### src/design/vrm_pkg.sv
// Shared types, register indexes and helpers for the voxel radius block.
`default_nettype none

package vrm_pkg;

    localparam int VALUE_W  = 8;
    localparam int POS_W    = 8;
    localparam int CENTRE_W = 16;
    localparam int SQ_W     = 32;
    localparam int DSQ_W    = 34;
    localparam int SUM_W    = 58;
    localparam int TALLY_W  = 25;
    localparam int RADIUS_W = 17;
    localparam int CFG_IDX_W  = 3;
    localparam int CFG_DATA_W = 16;

    localparam int QUEUE_DEPTH = 2;
    localparam int DIV_STEPS   = SUM_W;
    localparam int SQRT_STEPS  = RADIUS_W;

    localparam logic [VALUE_W-1:0] THRESHOLD_RESET = 8'd229;

    localparam logic [CFG_IDX_W-1:0] REG_CENTRE_X  = 3'd0;
    localparam logic [CFG_IDX_W-1:0] REG_CENTRE_Y  = 3'd1;
    localparam logic [CFG_IDX_W-1:0] REG_CENTRE_Z  = 3'd2;
    localparam logic [CFG_IDX_W-1:0] REG_MODE      = 3'd3;
    localparam logic [CFG_IDX_W-1:0] REG_THRESHOLD = 3'd4;

    typedef struct packed {
        logic [CENTRE_W-1:0] centre_x;
        logic [CENTRE_W-1:0] centre_y;
        logic [CENTRE_W-1:0] centre_z;
        logic                radius_mode;
        logic [VALUE_W-1:0]  threshold;
    } cfg_t;

    // Snapshot of one finished grid, handed from front to back.
    typedef struct packed {
        logic [SUM_W-1:0]   sum;
        logic [TALLY_W-1:0] tally;
        logic [DSQ_W-1:0]   maxsq;
        logic               radius_mode;
    } grid_sum_t;

    typedef struct packed {
        logic full;
        logic empty;
    } queue_status_t;

    // Absolute distance along one axis, position taken as Q8.8.
    function automatic logic [CENTRE_W-1:0] axis_diff(input logic [POS_W-1:0] pos,
                                                      input logic [CENTRE_W-1:0] centre);
        logic [CENTRE_W-1:0] p;
        p = {pos, 8'h00};
        return (p > centre) ? (p - centre) : (centre - p);
    endfunction

endpackage

`default_nettype wire

### src/design/vrm_front.sv
// Front end: voxel intake, distance pipeline and per-grid accumulators.
`default_nettype none

module vrm_front (
    input  wire logic                              aclk,
    input  wire logic                              aresetn,
    input  wire logic                              s_valid,
    output logic                                   s_ready,
    input  wire logic [vrm_pkg::VALUE_W-1:0]       s_voxel_value,
    input  wire logic [vrm_pkg::POS_W-1:0]         s_pos_x,
    input  wire logic [vrm_pkg::POS_W-1:0]         s_pos_y,
    input  wire logic [vrm_pkg::POS_W-1:0]         s_pos_z,
    input  wire logic                              s_last_voxel,
    input  wire vrm_pkg::cfg_t                     cfg,
    input  wire vrm_pkg::queue_status_t            q_status,
    output logic                                   q_push,
    output vrm_pkg::grid_sum_t                     q_data
);

    logic advance;

    // stage A: axis differences
    logic                             a_valid_reg, a_qual_reg, a_last_reg;
    logic [vrm_pkg::CENTRE_W-1:0]     a_dx_reg, a_dy_reg, a_dz_reg;
    // stage B: squares
    logic                             b_valid_reg, b_qual_reg, b_last_reg;
    logic [vrm_pkg::SQ_W-1:0]         b_sx_reg, b_sy_reg, b_sz_reg;
    // stage C: squared distance
    logic                             c_valid_reg, c_qual_reg, c_last_reg;
    logic [vrm_pkg::DSQ_W-1:0]        c_dsq_reg;

    logic [vrm_pkg::SUM_W-1:0]        sum_reg, sum_next;
    logic [vrm_pkg::TALLY_W-1:0]      tally_reg, tally_next;
    logic [vrm_pkg::DSQ_W-1:0]        maxsq_reg, maxsq_next;
    logic [vrm_pkg::SUM_W:0]          sum_wide;

    // stall the whole pipe only while a finished grid waits for queue room
    assign advance = !(c_valid_reg && c_last_reg && q_status.full);
    assign s_ready = advance;

    always_ff @(posedge aclk) begin
        if (!aresetn) begin
            a_valid_reg <= 1'b0;
            b_valid_reg <= 1'b0;
            c_valid_reg <= 1'b0;
        end else if (advance) begin
            a_valid_reg <= s_valid;
            b_valid_reg <= a_valid_reg;
            c_valid_reg <= b_valid_reg;
        end
    end

    always_ff @(posedge aclk) begin
        if (advance) begin
            a_qual_reg <= s_voxel_value > cfg.threshold;
            a_last_reg <= s_last_voxel;
            a_dx_reg   <= vrm_pkg::axis_diff(s_pos_x, cfg.centre_x);
            a_dy_reg   <= vrm_pkg::axis_diff(s_pos_y, cfg.centre_y);
            a_dz_reg   <= vrm_pkg::axis_diff(s_pos_z, cfg.centre_z);
            b_qual_reg <= a_qual_reg;
            b_last_reg <= a_last_reg;
            b_sx_reg   <= vrm_pkg::SQ_W'(a_dx_reg) * vrm_pkg::SQ_W'(a_dx_reg);
            b_sy_reg   <= vrm_pkg::SQ_W'(a_dy_reg) * vrm_pkg::SQ_W'(a_dy_reg);
            b_sz_reg   <= vrm_pkg::SQ_W'(a_dz_reg) * vrm_pkg::SQ_W'(a_dz_reg);
            c_qual_reg <= b_qual_reg;
            c_last_reg <= b_last_reg;
            c_dsq_reg  <= {2'b00, b_sx_reg} + {2'b00, b_sy_reg} + {2'b00, b_sz_reg};
        end
    end

    always_comb begin
        sum_next   = sum_reg;
        tally_next = tally_reg;
        maxsq_next = maxsq_reg;
        sum_wide   = {1'b0, sum_reg} + {{(vrm_pkg::SUM_W - vrm_pkg::DSQ_W + 1){1'b0}}, c_dsq_reg};
        if (c_valid_reg && c_qual_reg) begin
            // saturate sum and tally on overlong streams
            sum_next = sum_wide[vrm_pkg::SUM_W] ? {vrm_pkg::SUM_W{1'b1}}
                                                : sum_wide[vrm_pkg::SUM_W-1:0];
            if (tally_reg != {vrm_pkg::TALLY_W{1'b1}}) begin
                tally_next = tally_reg + 1'b1;
            end
            if (c_dsq_reg > maxsq_reg) begin
                maxsq_next = c_dsq_reg;
            end
        end
    end

    assign q_push            = c_valid_reg && c_last_reg && advance;
    assign q_data.sum        = sum_next;
    assign q_data.tally      = tally_next;
    assign q_data.maxsq      = maxsq_next;
    assign q_data.radius_mode = cfg.radius_mode;

    always_ff @(posedge aclk) begin
        if (!aresetn) begin
            sum_reg   <= '0;
            tally_reg <= '0;
            maxsq_reg <= '0;
        end else if (advance && c_valid_reg) begin
            if (c_last_reg) begin
                sum_reg   <= '0;
                tally_reg <= '0;
                maxsq_reg <= '0;
            end else begin
                sum_reg   <= sum_next;
                tally_reg <= tally_next;
                maxsq_reg <= maxsq_next;
            end
        end
    end

`ifndef ASSERT_OFF
    assert property (@(posedge aclk) disable iff (!aresetn)
        !s_ready |-> (c_valid_reg && c_last_reg))
        else $error("front stalled without a pending grid");
`endif

endmodule

`default_nettype wire

### src/design/vrm_fifo.sv
// Short queue of finished grid snapshots between front and back.
`default_nettype none

module vrm_fifo (
    input  wire logic                   aclk,
    input  wire logic                   aresetn,
    input  wire logic                   push,
    input  wire vrm_pkg::grid_sum_t     push_data,
    input  wire logic                   pop,
    output vrm_pkg::grid_sum_t          head_data,
    output vrm_pkg::queue_status_t      status
);

    localparam int PTR_W = $clog2(vrm_pkg::QUEUE_DEPTH);
    localparam int CNT_W = $clog2(vrm_pkg::QUEUE_DEPTH + 1);
    localparam logic [CNT_W-1:0] DEPTH_C = CNT_W'(vrm_pkg::QUEUE_DEPTH);
    localparam logic [PTR_W-1:0] LAST_PTR = PTR_W'(vrm_pkg::QUEUE_DEPTH - 1);

    vrm_pkg::grid_sum_t  entry_reg [vrm_pkg::QUEUE_DEPTH];
    logic [PTR_W-1:0]    wr_ptr_reg, rd_ptr_reg;
    logic [CNT_W-1:0]    count_reg;

    assign status.full  = (count_reg == DEPTH_C);
    assign status.empty = (count_reg == '0);
    assign head_data    = entry_reg[rd_ptr_reg];

    always_ff @(posedge aclk) begin
        if (push) begin
            entry_reg[wr_ptr_reg] <= push_data;
        end
    end

    always_ff @(posedge aclk) begin
        if (!aresetn) begin
            wr_ptr_reg <= '0;
            rd_ptr_reg <= '0;
            count_reg  <= '0;
        end else begin
            if (push) begin
                wr_ptr_reg <= (wr_ptr_reg == LAST_PTR) ? '0 : wr_ptr_reg + 1'b1;
            end
            if (pop) begin
                rd_ptr_reg <= (rd_ptr_reg == LAST_PTR) ? '0 : rd_ptr_reg + 1'b1;
            end
            if (push && !pop) begin
                count_reg <= count_reg + 1'b1;
            end else if (pop && !push) begin
                count_reg <= count_reg - 1'b1;
            end
        end
    end

`ifndef ASSERT_OFF
    assert property (@(posedge aclk) disable iff (!aresetn) push |-> !status.full)
        else $error("push into full queue");
`endif
`ifndef ASSERT_OFF
    assert property (@(posedge aclk) disable iff (!aresetn) pop |-> !status.empty)
        else $error("pop from empty queue");
`endif

endmodule

`default_nettype wire

### src/design/vrm_back.sv
// Back end: mean by restoring division, integer square root, result register.
`default_nettype none

module vrm_back (
    input  wire logic                              aclk,
    input  wire logic                              aresetn,
    input  wire vrm_pkg::queue_status_t            q_status,
    input  wire vrm_pkg::grid_sum_t                q_head,
    output logic                                   q_pop,
    output logic                                   m_valid,
    input  wire logic                              m_ready,
    output logic [vrm_pkg::RADIUS_W-1:0]           m_radius,
    output logic [vrm_pkg::TALLY_W-1:0]            m_occupied_count,
    output logic                                   m_grid_empty
);

    localparam int CNT_W  = $clog2(vrm_pkg::DIV_STEPS);
    localparam int SREM_W = vrm_pkg::RADIUS_W + 2;
    localparam logic [CNT_W-1:0] DIV_LAST  = CNT_W'(vrm_pkg::DIV_STEPS - 1);
    localparam logic [CNT_W-1:0] SQRT_LAST = CNT_W'(vrm_pkg::SQRT_STEPS - 1);

    typedef enum logic [3:0] {
        ST_IDLE = 4'b0001,
        ST_DIV  = 4'b0010,
        ST_SQRT = 4'b0100,
        ST_OUT  = 4'b1000
    } back_state_t;

    back_state_t                     state_reg, state_next;
    logic [CNT_W-1:0]                cnt_reg, cnt_next;
    logic [vrm_pkg::TALLY_W-1:0]     tally_reg, tally_next;
    logic                            empty_reg, empty_next;
    logic [vrm_pkg::TALLY_W-1:0]     drem_reg, drem_next;
    logic [vrm_pkg::SUM_W-1:0]       quo_reg, quo_next;
    logic [vrm_pkg::DSQ_W-1:0]       sqop_reg, sqop_next;
    logic [SREM_W-1:0]               srem_reg, srem_next;
    logic [vrm_pkg::RADIUS_W-1:0]    root_reg, root_next;
    logic                            m_valid_reg, m_valid_next;
    logic [vrm_pkg::RADIUS_W-1:0]    m_radius_reg, m_radius_next;
    logic [vrm_pkg::TALLY_W-1:0]     m_count_reg, m_count_next;
    logic                            m_empty_reg, m_empty_next;

    logic [vrm_pkg::TALLY_W:0]       d_shift;
    logic [vrm_pkg::SUM_W-1:0]       d_quo;
    logic [SREM_W+1:0]               s_shift, s_trial;

    always_comb begin
        d_shift = {drem_reg, quo_reg[vrm_pkg::SUM_W-1]};
        s_shift = {srem_reg, sqop_reg[vrm_pkg::DSQ_W-1 -: 2]};
        s_trial = {2'b00, root_reg, 2'b01};
        d_quo   = '0;

        state_next    = state_reg;
        cnt_next      = cnt_reg;
        tally_next    = tally_reg;
        empty_next    = empty_reg;
        drem_next     = drem_reg;
        quo_next      = quo_reg;
        sqop_next     = sqop_reg;
        srem_next     = srem_reg;
        root_next     = root_reg;
        m_valid_next  = m_valid_reg && !m_ready;
        m_radius_next = m_radius_reg;
        m_count_next  = m_count_reg;
        m_empty_next  = m_empty_reg;
        q_pop         = 1'b0;

        case (state_reg)
            ST_IDLE: begin
                if (!q_status.empty) begin
                    q_pop      = 1'b1;
                    tally_next = q_head.tally;
                    root_next  = '0;
                    srem_next  = '0;
                    drem_next  = '0;
                    sqop_next  = q_head.maxsq;
                    quo_next   = q_head.sum;
                    empty_next = (q_head.tally == '0);
                    if (q_head.tally == '0) begin
                        state_next = ST_OUT;
                    end else if (q_head.radius_mode) begin
                        cnt_next   = SQRT_LAST;
                        state_next = ST_SQRT;
                    end else begin
                        cnt_next   = DIV_LAST;
                        state_next = ST_DIV;
                    end
                end
            end
            ST_DIV: begin
                // one quotient bit per cycle
                if (d_shift >= {1'b0, tally_reg}) begin
                    drem_next = vrm_pkg::TALLY_W'(d_shift - {1'b0, tally_reg});
                    d_quo     = {quo_reg[vrm_pkg::SUM_W-2:0], 1'b1};
                end else begin
                    drem_next = d_shift[vrm_pkg::TALLY_W-1:0];
                    d_quo     = {quo_reg[vrm_pkg::SUM_W-2:0], 1'b0};
                end
                quo_next = d_quo;
                cnt_next = cnt_reg - 1'b1;
                if (cnt_reg == '0) begin
                    // mean of squares never exceeds the largest square
                    sqop_next  = d_quo[vrm_pkg::DSQ_W-1:0];
                    cnt_next   = SQRT_LAST;
                    state_next = ST_SQRT;
                end
            end
            ST_SQRT: begin
                // one root bit per cycle, two operand bits consumed
                sqop_next = {sqop_reg[vrm_pkg::DSQ_W-3:0], 2'b00};
                if (s_shift >= s_trial) begin
                    srem_next = SREM_W'(s_shift - s_trial);
                    root_next = {root_reg[vrm_pkg::RADIUS_W-2:0], 1'b1};
                end else begin
                    srem_next = s_shift[SREM_W-1:0];
                    root_next = {root_reg[vrm_pkg::RADIUS_W-2:0], 1'b0};
                end
                cnt_next = cnt_reg - 1'b1;
                if (cnt_reg == '0) begin
                    state_next = ST_OUT;
                end
            end
            ST_OUT: begin
                if (!m_valid_reg || m_ready) begin
                    m_valid_next  = 1'b1;
                    m_radius_next = empty_reg ? '0 : root_reg;
                    m_count_next  = tally_reg;
                    m_empty_next  = empty_reg;
                    state_next    = ST_IDLE;
                end
            end
            default: begin
                state_next = ST_IDLE;
            end
        endcase
    end

    always_ff @(posedge aclk) begin
        if (!aresetn) begin
            state_reg   <= ST_IDLE;
            m_valid_reg <= 1'b0;
        end else begin
            state_reg   <= state_next;
            m_valid_reg <= m_valid_next;
        end
    end

    always_ff @(posedge aclk) begin
        cnt_reg      <= cnt_next;
        tally_reg    <= tally_next;
        empty_reg    <= empty_next;
        drem_reg     <= drem_next;
        quo_reg      <= quo_next;
        sqop_reg     <= sqop_next;
        srem_reg     <= srem_next;
        root_reg     <= root_next;
        m_radius_reg <= m_radius_next;
        m_count_reg  <= m_count_next;
        m_empty_reg  <= m_empty_next;
    end

    assign m_valid          = m_valid_reg;
    assign m_radius         = m_radius_reg;
    assign m_occupied_count = m_count_reg;
    assign m_grid_empty     = m_empty_reg;

`ifndef ASSERT_OFF
    assert property (@(posedge aclk) disable iff (!aresetn)
        (m_valid && m_grid_empty) |-> (m_radius == '0 && m_occupied_count == '0))
        else $error("empty grid reported with nonzero radius or count");
`endif
`ifndef ASSERT_OFF
    assert property (@(posedge aclk) disable iff (!aresetn)
        q_pop |=> (state_reg != ST_IDLE))
        else $error("popped grid not taken up by the sequencer");
`endif

endmodule

`default_nettype wire

### src/design/voxel_rms_or_max_radius.sv
// Top level: configuration registers and voxel radius front/queue/back.
//
//  channel  | dir | handshake           | payload
//  ---------+-----+---------------------+---------------------------------------------
//  s_       | in  | s_valid / s_ready   | voxel_value, pos_x, pos_y, pos_z, last_voxel
//  m_       | out | m_valid / m_ready   | radius, occupied_count, grid_empty
//  cfg_     | in  | cfg_valid/cfg_ready | cfg_index, cfg_data
//
// Voxels enter one per cycle, while s_ready is high, through a three-stage distance pipeline.
// With an idle back end, rms mode runs the restoring divider and then the integer root after
// the last voxel; maximum mode runs the root alone, and an empty grid goes straight to output.
// The queue holds two finished grids; s_ready drops only while a third waits.
// Reset is synchronous and clears accumulators, queue and sequencer state.
`default_nettype none

module voxel_rms_or_max_radius (
    input  wire logic                               aclk,
    input  wire logic                               aresetn,
    input  wire logic                               s_valid,
    output logic                                    s_ready,
    input  wire logic [vrm_pkg::VALUE_W-1:0]        s_voxel_value,
    input  wire logic [vrm_pkg::POS_W-1:0]          s_pos_x,
    input  wire logic [vrm_pkg::POS_W-1:0]          s_pos_y,
    input  wire logic [vrm_pkg::POS_W-1:0]          s_pos_z,
    input  wire logic                               s_last_voxel,
    output logic                                    m_valid,
    input  wire logic                               m_ready,
    output logic [vrm_pkg::RADIUS_W-1:0]            m_radius,
    output logic [vrm_pkg::TALLY_W-1:0]             m_occupied_count,
    output logic                                    m_grid_empty,
    input  wire logic                               cfg_valid,
    output logic                                    cfg_ready,
    input  wire logic [vrm_pkg::CFG_IDX_W-1:0]      cfg_index,
    input  wire logic [vrm_pkg::CFG_DATA_W-1:0]     cfg_data
);

    vrm_pkg::cfg_t           cfg_reg;
    vrm_pkg::queue_status_t  q_status;
    vrm_pkg::grid_sum_t      q_push_data, q_head;
    logic                    q_push, q_pop;

    assign cfg_ready = 1'b1;

    always_ff @(posedge aclk) begin
        if (!aresetn) begin
            cfg_reg.centre_x    <= '0;
            cfg_reg.centre_y    <= '0;
            cfg_reg.centre_z    <= '0;
            cfg_reg.radius_mode <= 1'b0;
            cfg_reg.threshold   <= vrm_pkg::THRESHOLD_RESET;
        end else if (cfg_valid) begin
            case (cfg_index)
                vrm_pkg::REG_CENTRE_X:  cfg_reg.centre_x    <= cfg_data;
                vrm_pkg::REG_CENTRE_Y:  cfg_reg.centre_y    <= cfg_data;
                vrm_pkg::REG_CENTRE_Z:  cfg_reg.centre_z    <= cfg_data;
                vrm_pkg::REG_MODE:      cfg_reg.radius_mode <= cfg_data[0];
                vrm_pkg::REG_THRESHOLD: cfg_reg.threshold   <= cfg_data[vrm_pkg::VALUE_W-1:0];
                default: begin
                    // drop writes to unmapped indexes
                end
            endcase
        end
    end

    vrm_front u_front (
        .aclk          (aclk),
        .aresetn       (aresetn),
        .s_valid       (s_valid),
        .s_ready       (s_ready),
        .s_voxel_value (s_voxel_value),
        .s_pos_x       (s_pos_x),
        .s_pos_y       (s_pos_y),
        .s_pos_z       (s_pos_z),
        .s_last_voxel  (s_last_voxel),
        .cfg           (cfg_reg),
        .q_status      (q_status),
        .q_push        (q_push),
        .q_data        (q_push_data)
    );

    vrm_fifo u_fifo (
        .aclk      (aclk),
        .aresetn   (aresetn),
        .push      (q_push),
        .push_data (q_push_data),
        .pop       (q_pop),
        .head_data (q_head),
        .status    (q_status)
    );

    vrm_back u_back (
        .aclk             (aclk),
        .aresetn          (aresetn),
        .q_status         (q_status),
        .q_head           (q_head),
        .q_pop            (q_pop),
        .m_valid          (m_valid),
        .m_ready          (m_ready),
        .m_radius         (m_radius),
        .m_occupied_count (m_occupied_count),
        .m_grid_empty     (m_grid_empty)
    );

endmodule

`default_nettype wire
### config.mk
export PLATFORM = sky130hd
export DESIGN_NAME = voxel_rms_or_max_radius
export DESIGN_NICKNAME = d
export VERILOG_FILES = /design/src/design/vrm_pkg.sv /design/src/design/vrm_front.sv /design/src/design/vrm_fifo.sv /design/src/design/vrm_back.sv /design/src/design/voxel_rms_or_max_radius.sv
export SDC_FILE = /design/constraint.sdc
export NUM_CORES = 2
export LEC_CHECK = 0
export BUFFER_PORTS_ARGS = -buffer_cell sky130_fd_sc_hd__buf_4
export CAP_MARGIN = 40
export CORE_AREA = 2 2 342 344
export DETAILED_ROUTE_END_ITERATION = 10
export DIE_AREA = 0 0 344 346
export PLACE_DENSITY_LB_ADDON = 0.12
export SYNTH_ARGS = -nofsm -noshare
export SYNTH_HDL_FRONTEND = slang
export SYNTH_HIERARCHICAL = 1
export SYNTH_SLANG_ARGS = --single-unit
### constraint.sdc
create_clock -name aclk -period 10.1 [get_ports aclk]
set_input_delay 0.505 -clock aclk [delete_from_list [all_inputs] [get_ports aclk]]
set_output_delay 0.505 -clock aclk [all_outputs]
set_load 0.005 [all_outputs]
# Yosys cells after proc, flatten, opt, wreduce, memory -nomap -nowiden
# Memories as Yosys holds them, arrays and structs flattened. A register that Yosys moved wholly into a read port is not among the register bits.
# Cells that the tools add are included.
# totals
reg_bits,598
ramBits,236
elab_cells,169
memories,1
# classes
n_addsub,17
mul,3
order_cmp,7
n_eq_ne,15
mux,51
bitwise,1
n_reduce_logical,34
# memory_table
memory,depth,word_bits,rd,rd_clocked_by_memory_dff,write_ports,line_no,source
u_fifo.entry_reg,2,118,1,1,1,vrm_fifo.sv:19,vrm_pkg::grid_sum_t entry_reg [vrm_pkg::QUEUE_DEPTH];
# ops
op,n
58-bit 2-to-1 mux,4
34-bit 2-to-1 mux,5
25-bit 2-to-1 mux,5
58-bit one-hot mux with 2 select lines,1
34-bit one-hot mux with 3 select lines,1
16-bit by 16-bit multiplier with 32-bit output,3
16-bit subtractor,6
58-bit by 34-bit adder with 59-bit output,1
25-bit one-hot mux with 2 select lines,1
16-bit > comparator,3
16-bit 2-to-1 mux,3
19-bit 2-to-1 mux,2
19-bit one-hot mux with 2 select lines,1
34-bit by 32-bit adder with 34-bit output,1
34-bit > comparator,1
17-bit one-hot mux with 2 select lines,1
32-bit by 32-bit adder with 33-bit output,1
26-bit by 25-bit greater-or-equal comparator with 1-bit output,1
"25-bit by 1-bit adder with 25-bit output, second input constant",1
25-bit zero test,1
"25-bit inequality test, second input constant",1
25-bit subtractor,1
6-bit 2-to-1 mux,4
21-bit by 19-bit greater-or-equal comparator with 1-bit output,1
35 further kinds,78

# Logic depth before layout (Yosys ltp)
# logic_depth
word_depth,8
depth_mapped,26
mapped_depth_nobuf,25

# Hierarchy
# The synthesis kept the hierarchy.
# modules_own_cells
module,n_inst,cells_each,area_per_inst_um2,seq_area_each_um2
vrm_front,1,4300,40098.5,7837.5
vrm_back,1,1128,11840.1,6946.7
vrm_fifo,1,389,8797.2,7186.9
voxel_rms_or_max_radius,1,215,2222.1,1141.1

# Worst setup path before layout
# Ideal clock, no wire load.
# synth_path
kind,flip-flop to flip-flop
startpoint,reg u_front.c_last_reg
endpoint,reg u_front/tally_reg[24] (netlist bit)
setup_time_ps,116
t_arrival_ps,7040
path_slack_ps,2944
path_stages_with_launch,7
n_path_buf,3
period_less_slack_ps,7156
cell_sequence,edfxtp_1 > clkbuf_1 > nand3_1 > and2_1 > buf_2 > clkbuf_1 > o211a_1
# synth_between
elab_chain_len,4
elab_cells_between_ends,5
# synth_lines
item,line_no,source
"start, declared",vrm_front.sv:29,"logic c_valid_reg, c_qual_reg, c_last_reg;"
"start signal, assigned",vrm_front.sv:66,c_last_reg <= b_last_reg;
1-bit logical AND (2 in series),vrm_front.sv:38,assign advance = !(c_valid_reg && c_last_reg && q_status.full);
1-bit zero test,vrm_front.sv:38,
via s_ready,voxel_rms_or_max_radius.sv:20,"output logic s_ready,"
1-bit logical AND,vrm_front.sv:100,end else if (advance && c_valid_reg) begin
"end signal, assigned",vrm_front.sv:107,tally_reg <= tally_next;
"end, declared",vrm_front.sv:33,"logic [vrm_pkg::TALLY_W-1:0] tally_reg, tally_next;"
# The timed path passes the listed nets, and every way through them passes these cells.
# A chain may end at the register's enable or synchronous reset.

# Worst setup path after layout
# layout_path
startpoint,reg u_front/a_dx_reg[9] (netlist bit)
endpoint,"reg u_front/b_sx_reg[30] (netlist bit), data pin"
# layout_between
elab_chain_len,1
# layout_lines
item,line_no,source
"start, declared",vrm_front.sv:24,"logic [vrm_pkg::CENTRE_W-1:0] a_dx_reg, a_dy_reg, a_dz_reg;"
"start signal, assigned",vrm_front.sv:57,"a_dx_reg <= vrm_pkg::axis_diff(s_pos_x, cfg.centre_x);"
16-bit by 16-bit multiplier with 32-bit output,vrm_front.sv:62,b_sx_reg <= vrm_pkg::SQ_W'(a_dx_reg) * vrm_pkg::SQ_W'(a_dx_reg);
"end signal, assigned",vrm_front.sv:62,
"end, declared",vrm_front.sv:27,"logic [vrm_pkg::SQ_W-1:0] b_sx_reg, b_sy_reg, b_sz_reg;"
# No other way between the ends.

==> out/metrics.yaml <==
status: "finished, final reports clean"
start_kind: "flip-flop"
grt_setup_unrepaired: "false"
cts_tree: "done"
dieArea_sq_um: 119000
wl_met2_mm: 68.4
ys_warn_count: 6
numCtsBuffers: 91
hold_class: "input port to flip-flop"
clk_pin_slew_worst_paths_ps: 60
dr.pass1.iters: 6
vdd_drop_max_uv: 279
grt_pass1_vias: 42600
max_clock_freq_mhz: 140
tns_ps: 0
htreeDepth: 3
finClkSkew_ps: 26.8
synth-main-ff-cell: "edfxtp_1"
wl_met3_mm: 5.42
hold_path.startpoint: "s_valid"
rows: 125
netlist_area_sq_um: 63000
grt_first_pass_wirelength_mm: 227
postSynthAreaPerCell_sq_um: 10.4
core_sq_um: 115000
r2r_start: "u_front/a_dx_reg[9]"
path_class: "flip-flop to flip-flop"
synthArstFlopShare: 0
antenna_cells: 0
drc: 0
largest_reg_flops: 236
drtIter0Drc: 2702
final_cell_mix: "inv_1, nand2_1, edfxtp_1"
stdcell_count: 7671
layout.nets: 7151
ios: 103
clk_path_buf_depth: 3
period_needed_ps: 7160
cts_sinks: 832
grt-ovfl-total: 0
hold_viol_final: 0
routed.top_layer: "met4"
dr_total_vias: 42100
syn2layout_area_growth_pct: 8.49
wirelength_mm: 140
post-cts-setup-buffers: 0
wl_met1_mm: 62.5
synth_cells: 6032
gp_congestion: 0.896
antenna_found_initial: 1
path_max_fanout: 17
initial_core_util: 0.545
critPathMaxStageDelay_ps: 710
finalCritPeriodShare: 0.709
synth.distinct_cells: 99
slowest_stage: "o41ai_1"
final_antenna_net_count: 0
synth-seq-cells: 832
slew_headroom: 0.405
dieHeight_microns: 346
grt_use_total: 0.238
layout-drive-gt1-share: 0.0848
drv_slew: 0
crit_required_ps: 10550
mostFrequentLayoutCell: "inv_1"
crit_arrival_ps: 7610
tightest_slew_ps: 892
cap_viol_max_count: 0
die_w_microns: 344
crit_chain: "and2_1 -> fa_1 -> inv_1 -> fa_1 -> inv_1 -> fa_1 -> inv_1 -> fa_1 -> inv_1 -> fa_1 -> inv_1 -> fa_1 -> inv_1 -> ha_1 -> a21oi_1 -> nor2b_1 -> o21ai_0 -> a211o_1 -> o31ai_1 -> o41ai_1 -> o31ai_1 -> a21oi_1 -> o21ai_0 -> o311ai_0"
crit_start: "u_front/a_dx_reg[9]"
powerDensity_nw_per_um2: 302
wire_per_inst_microns: 18.2
synth_seq_area_share: 0.367
fillers: 9841
routed_via_density: 5.49
grt_max_degree: 79
setup_viol: 0
io_buffer_count: 101
critPathCaptureType: "flip-flop"
post-place-cells: 7499
dp_hpwl_mm: 107
synth_edf_count: 645
clkLatencyLatePin_ps: 670
cts_root_buf: "clkbuf_16"
leakagePower_nw: 31.6
## layout make-up
cell class,count,area (sq um),share of cell area
clock inverters,48,531,0.00777
repair buffers,149,1230,0.0180
well taps,1524,1910,0.0279
flip-flops and latches,832,23100,0.338
clock buffers,123,2530,0.0370
multi-input cells,4059,35500,0.519
inverters,936,3510,0.0514
## critical path: cells and delay by family, from the launching register on
family / cells / cell delay (ps)
compound gates: 9 / 2290
flops: 1 / 640
simple gates: 2 / 360
fa+ha+maj: 7 / 3360
buf+inv: 6 / 300
## path summary, 6_finish.rpt
| path | endpoint | slack, ps | cells past startpoint |
|---|---|---|---|
| hold / removal | u_front/a_valid_reg | 90 | 3 |
| setup reg to reg | u_front/b_sx_reg[30] | 2940 | 24 |
| setup / recovery | u_front/b_sx_reg[30] | 2940 | 24 |
| hold reg to reg | u_front/c_last_reg | 420 | 0 |
## cell families (layout without fill, tap and decap cells)
logic type | count (synthesis) | after routing | synth area share
other | 2 | 4 | 0.000119
AO/OA/AOI/OAI | 920 | 920 | 0.0969
AND/OR/NAND/NOR | 1582 | 1582 | 0.116
XOR/XNOR | 281 | 281 | 0.0391
multiplexers | 247 | 247 | 0.0436
buffers and inverters | 1143 | 1256 | 0.0709
flip-flops | 832 | 832 | 0.367
adder cells (fa/ha/maj) | 1025 | 1025 | 0.266
## per-layer routing
metal,GRT usage,up-vias
li1,-,20400
met1,0.322,20700
met2,0.405,831
met3,0.0246,169
met4,0.0678,0
met5,0,-
## cells in the mapped netlist (all sizes together), types with 98 or more instances
cell type	count	area share
edfxtp	645	0.31
a21oi	258	0.021
o21ai	184	0.015
a21o	121	0.014
nand3	117	0.0093
dfxtp	187	0.059
and2	148	0.015
fa	523	0.17
clkbuf	154	0.0092
xor2	98	0.014
ha	502	0.10
xnor2	183	0.025
nor2	298	0.018
inv	936	0.056
mux2	156	0.029
nand2	711	0.043
## where the power goes
group / total (W) / switching (W) / internal (W)
clock: 0.00337 / 0.00140 / 0.00197
sequential: 0.00552 / 0.000622 / 0.00490
combinational: 0.0117 / 0.00679 / 0.00494
total: 0.0206 / 0.00881 / 0.0118
## stage by stage
step	cell area, sq um	setup slack, ps	util	hold WS, ps	power (W)
2_1_floorplan	63000	2940	-	400	0.0142
3_3_place_gp	65000	3040	0.564	402	0.0171
3_5_place_dp	65200	2930	0.565	417	0.0173
4_1_cts	68300	2890	0.592	53.0	0.0208
5_1_grt	68300	2440	0.592	74.9	0.0225
6_report	68300	2940	0.592	93.9	0.0206
## timing repair
action,in CTS,in global routing
gates resized for setup,0,0
hold buffers,1,0
endpoints found under the hold margin,1,0
(Power assumes the default switching activity.)
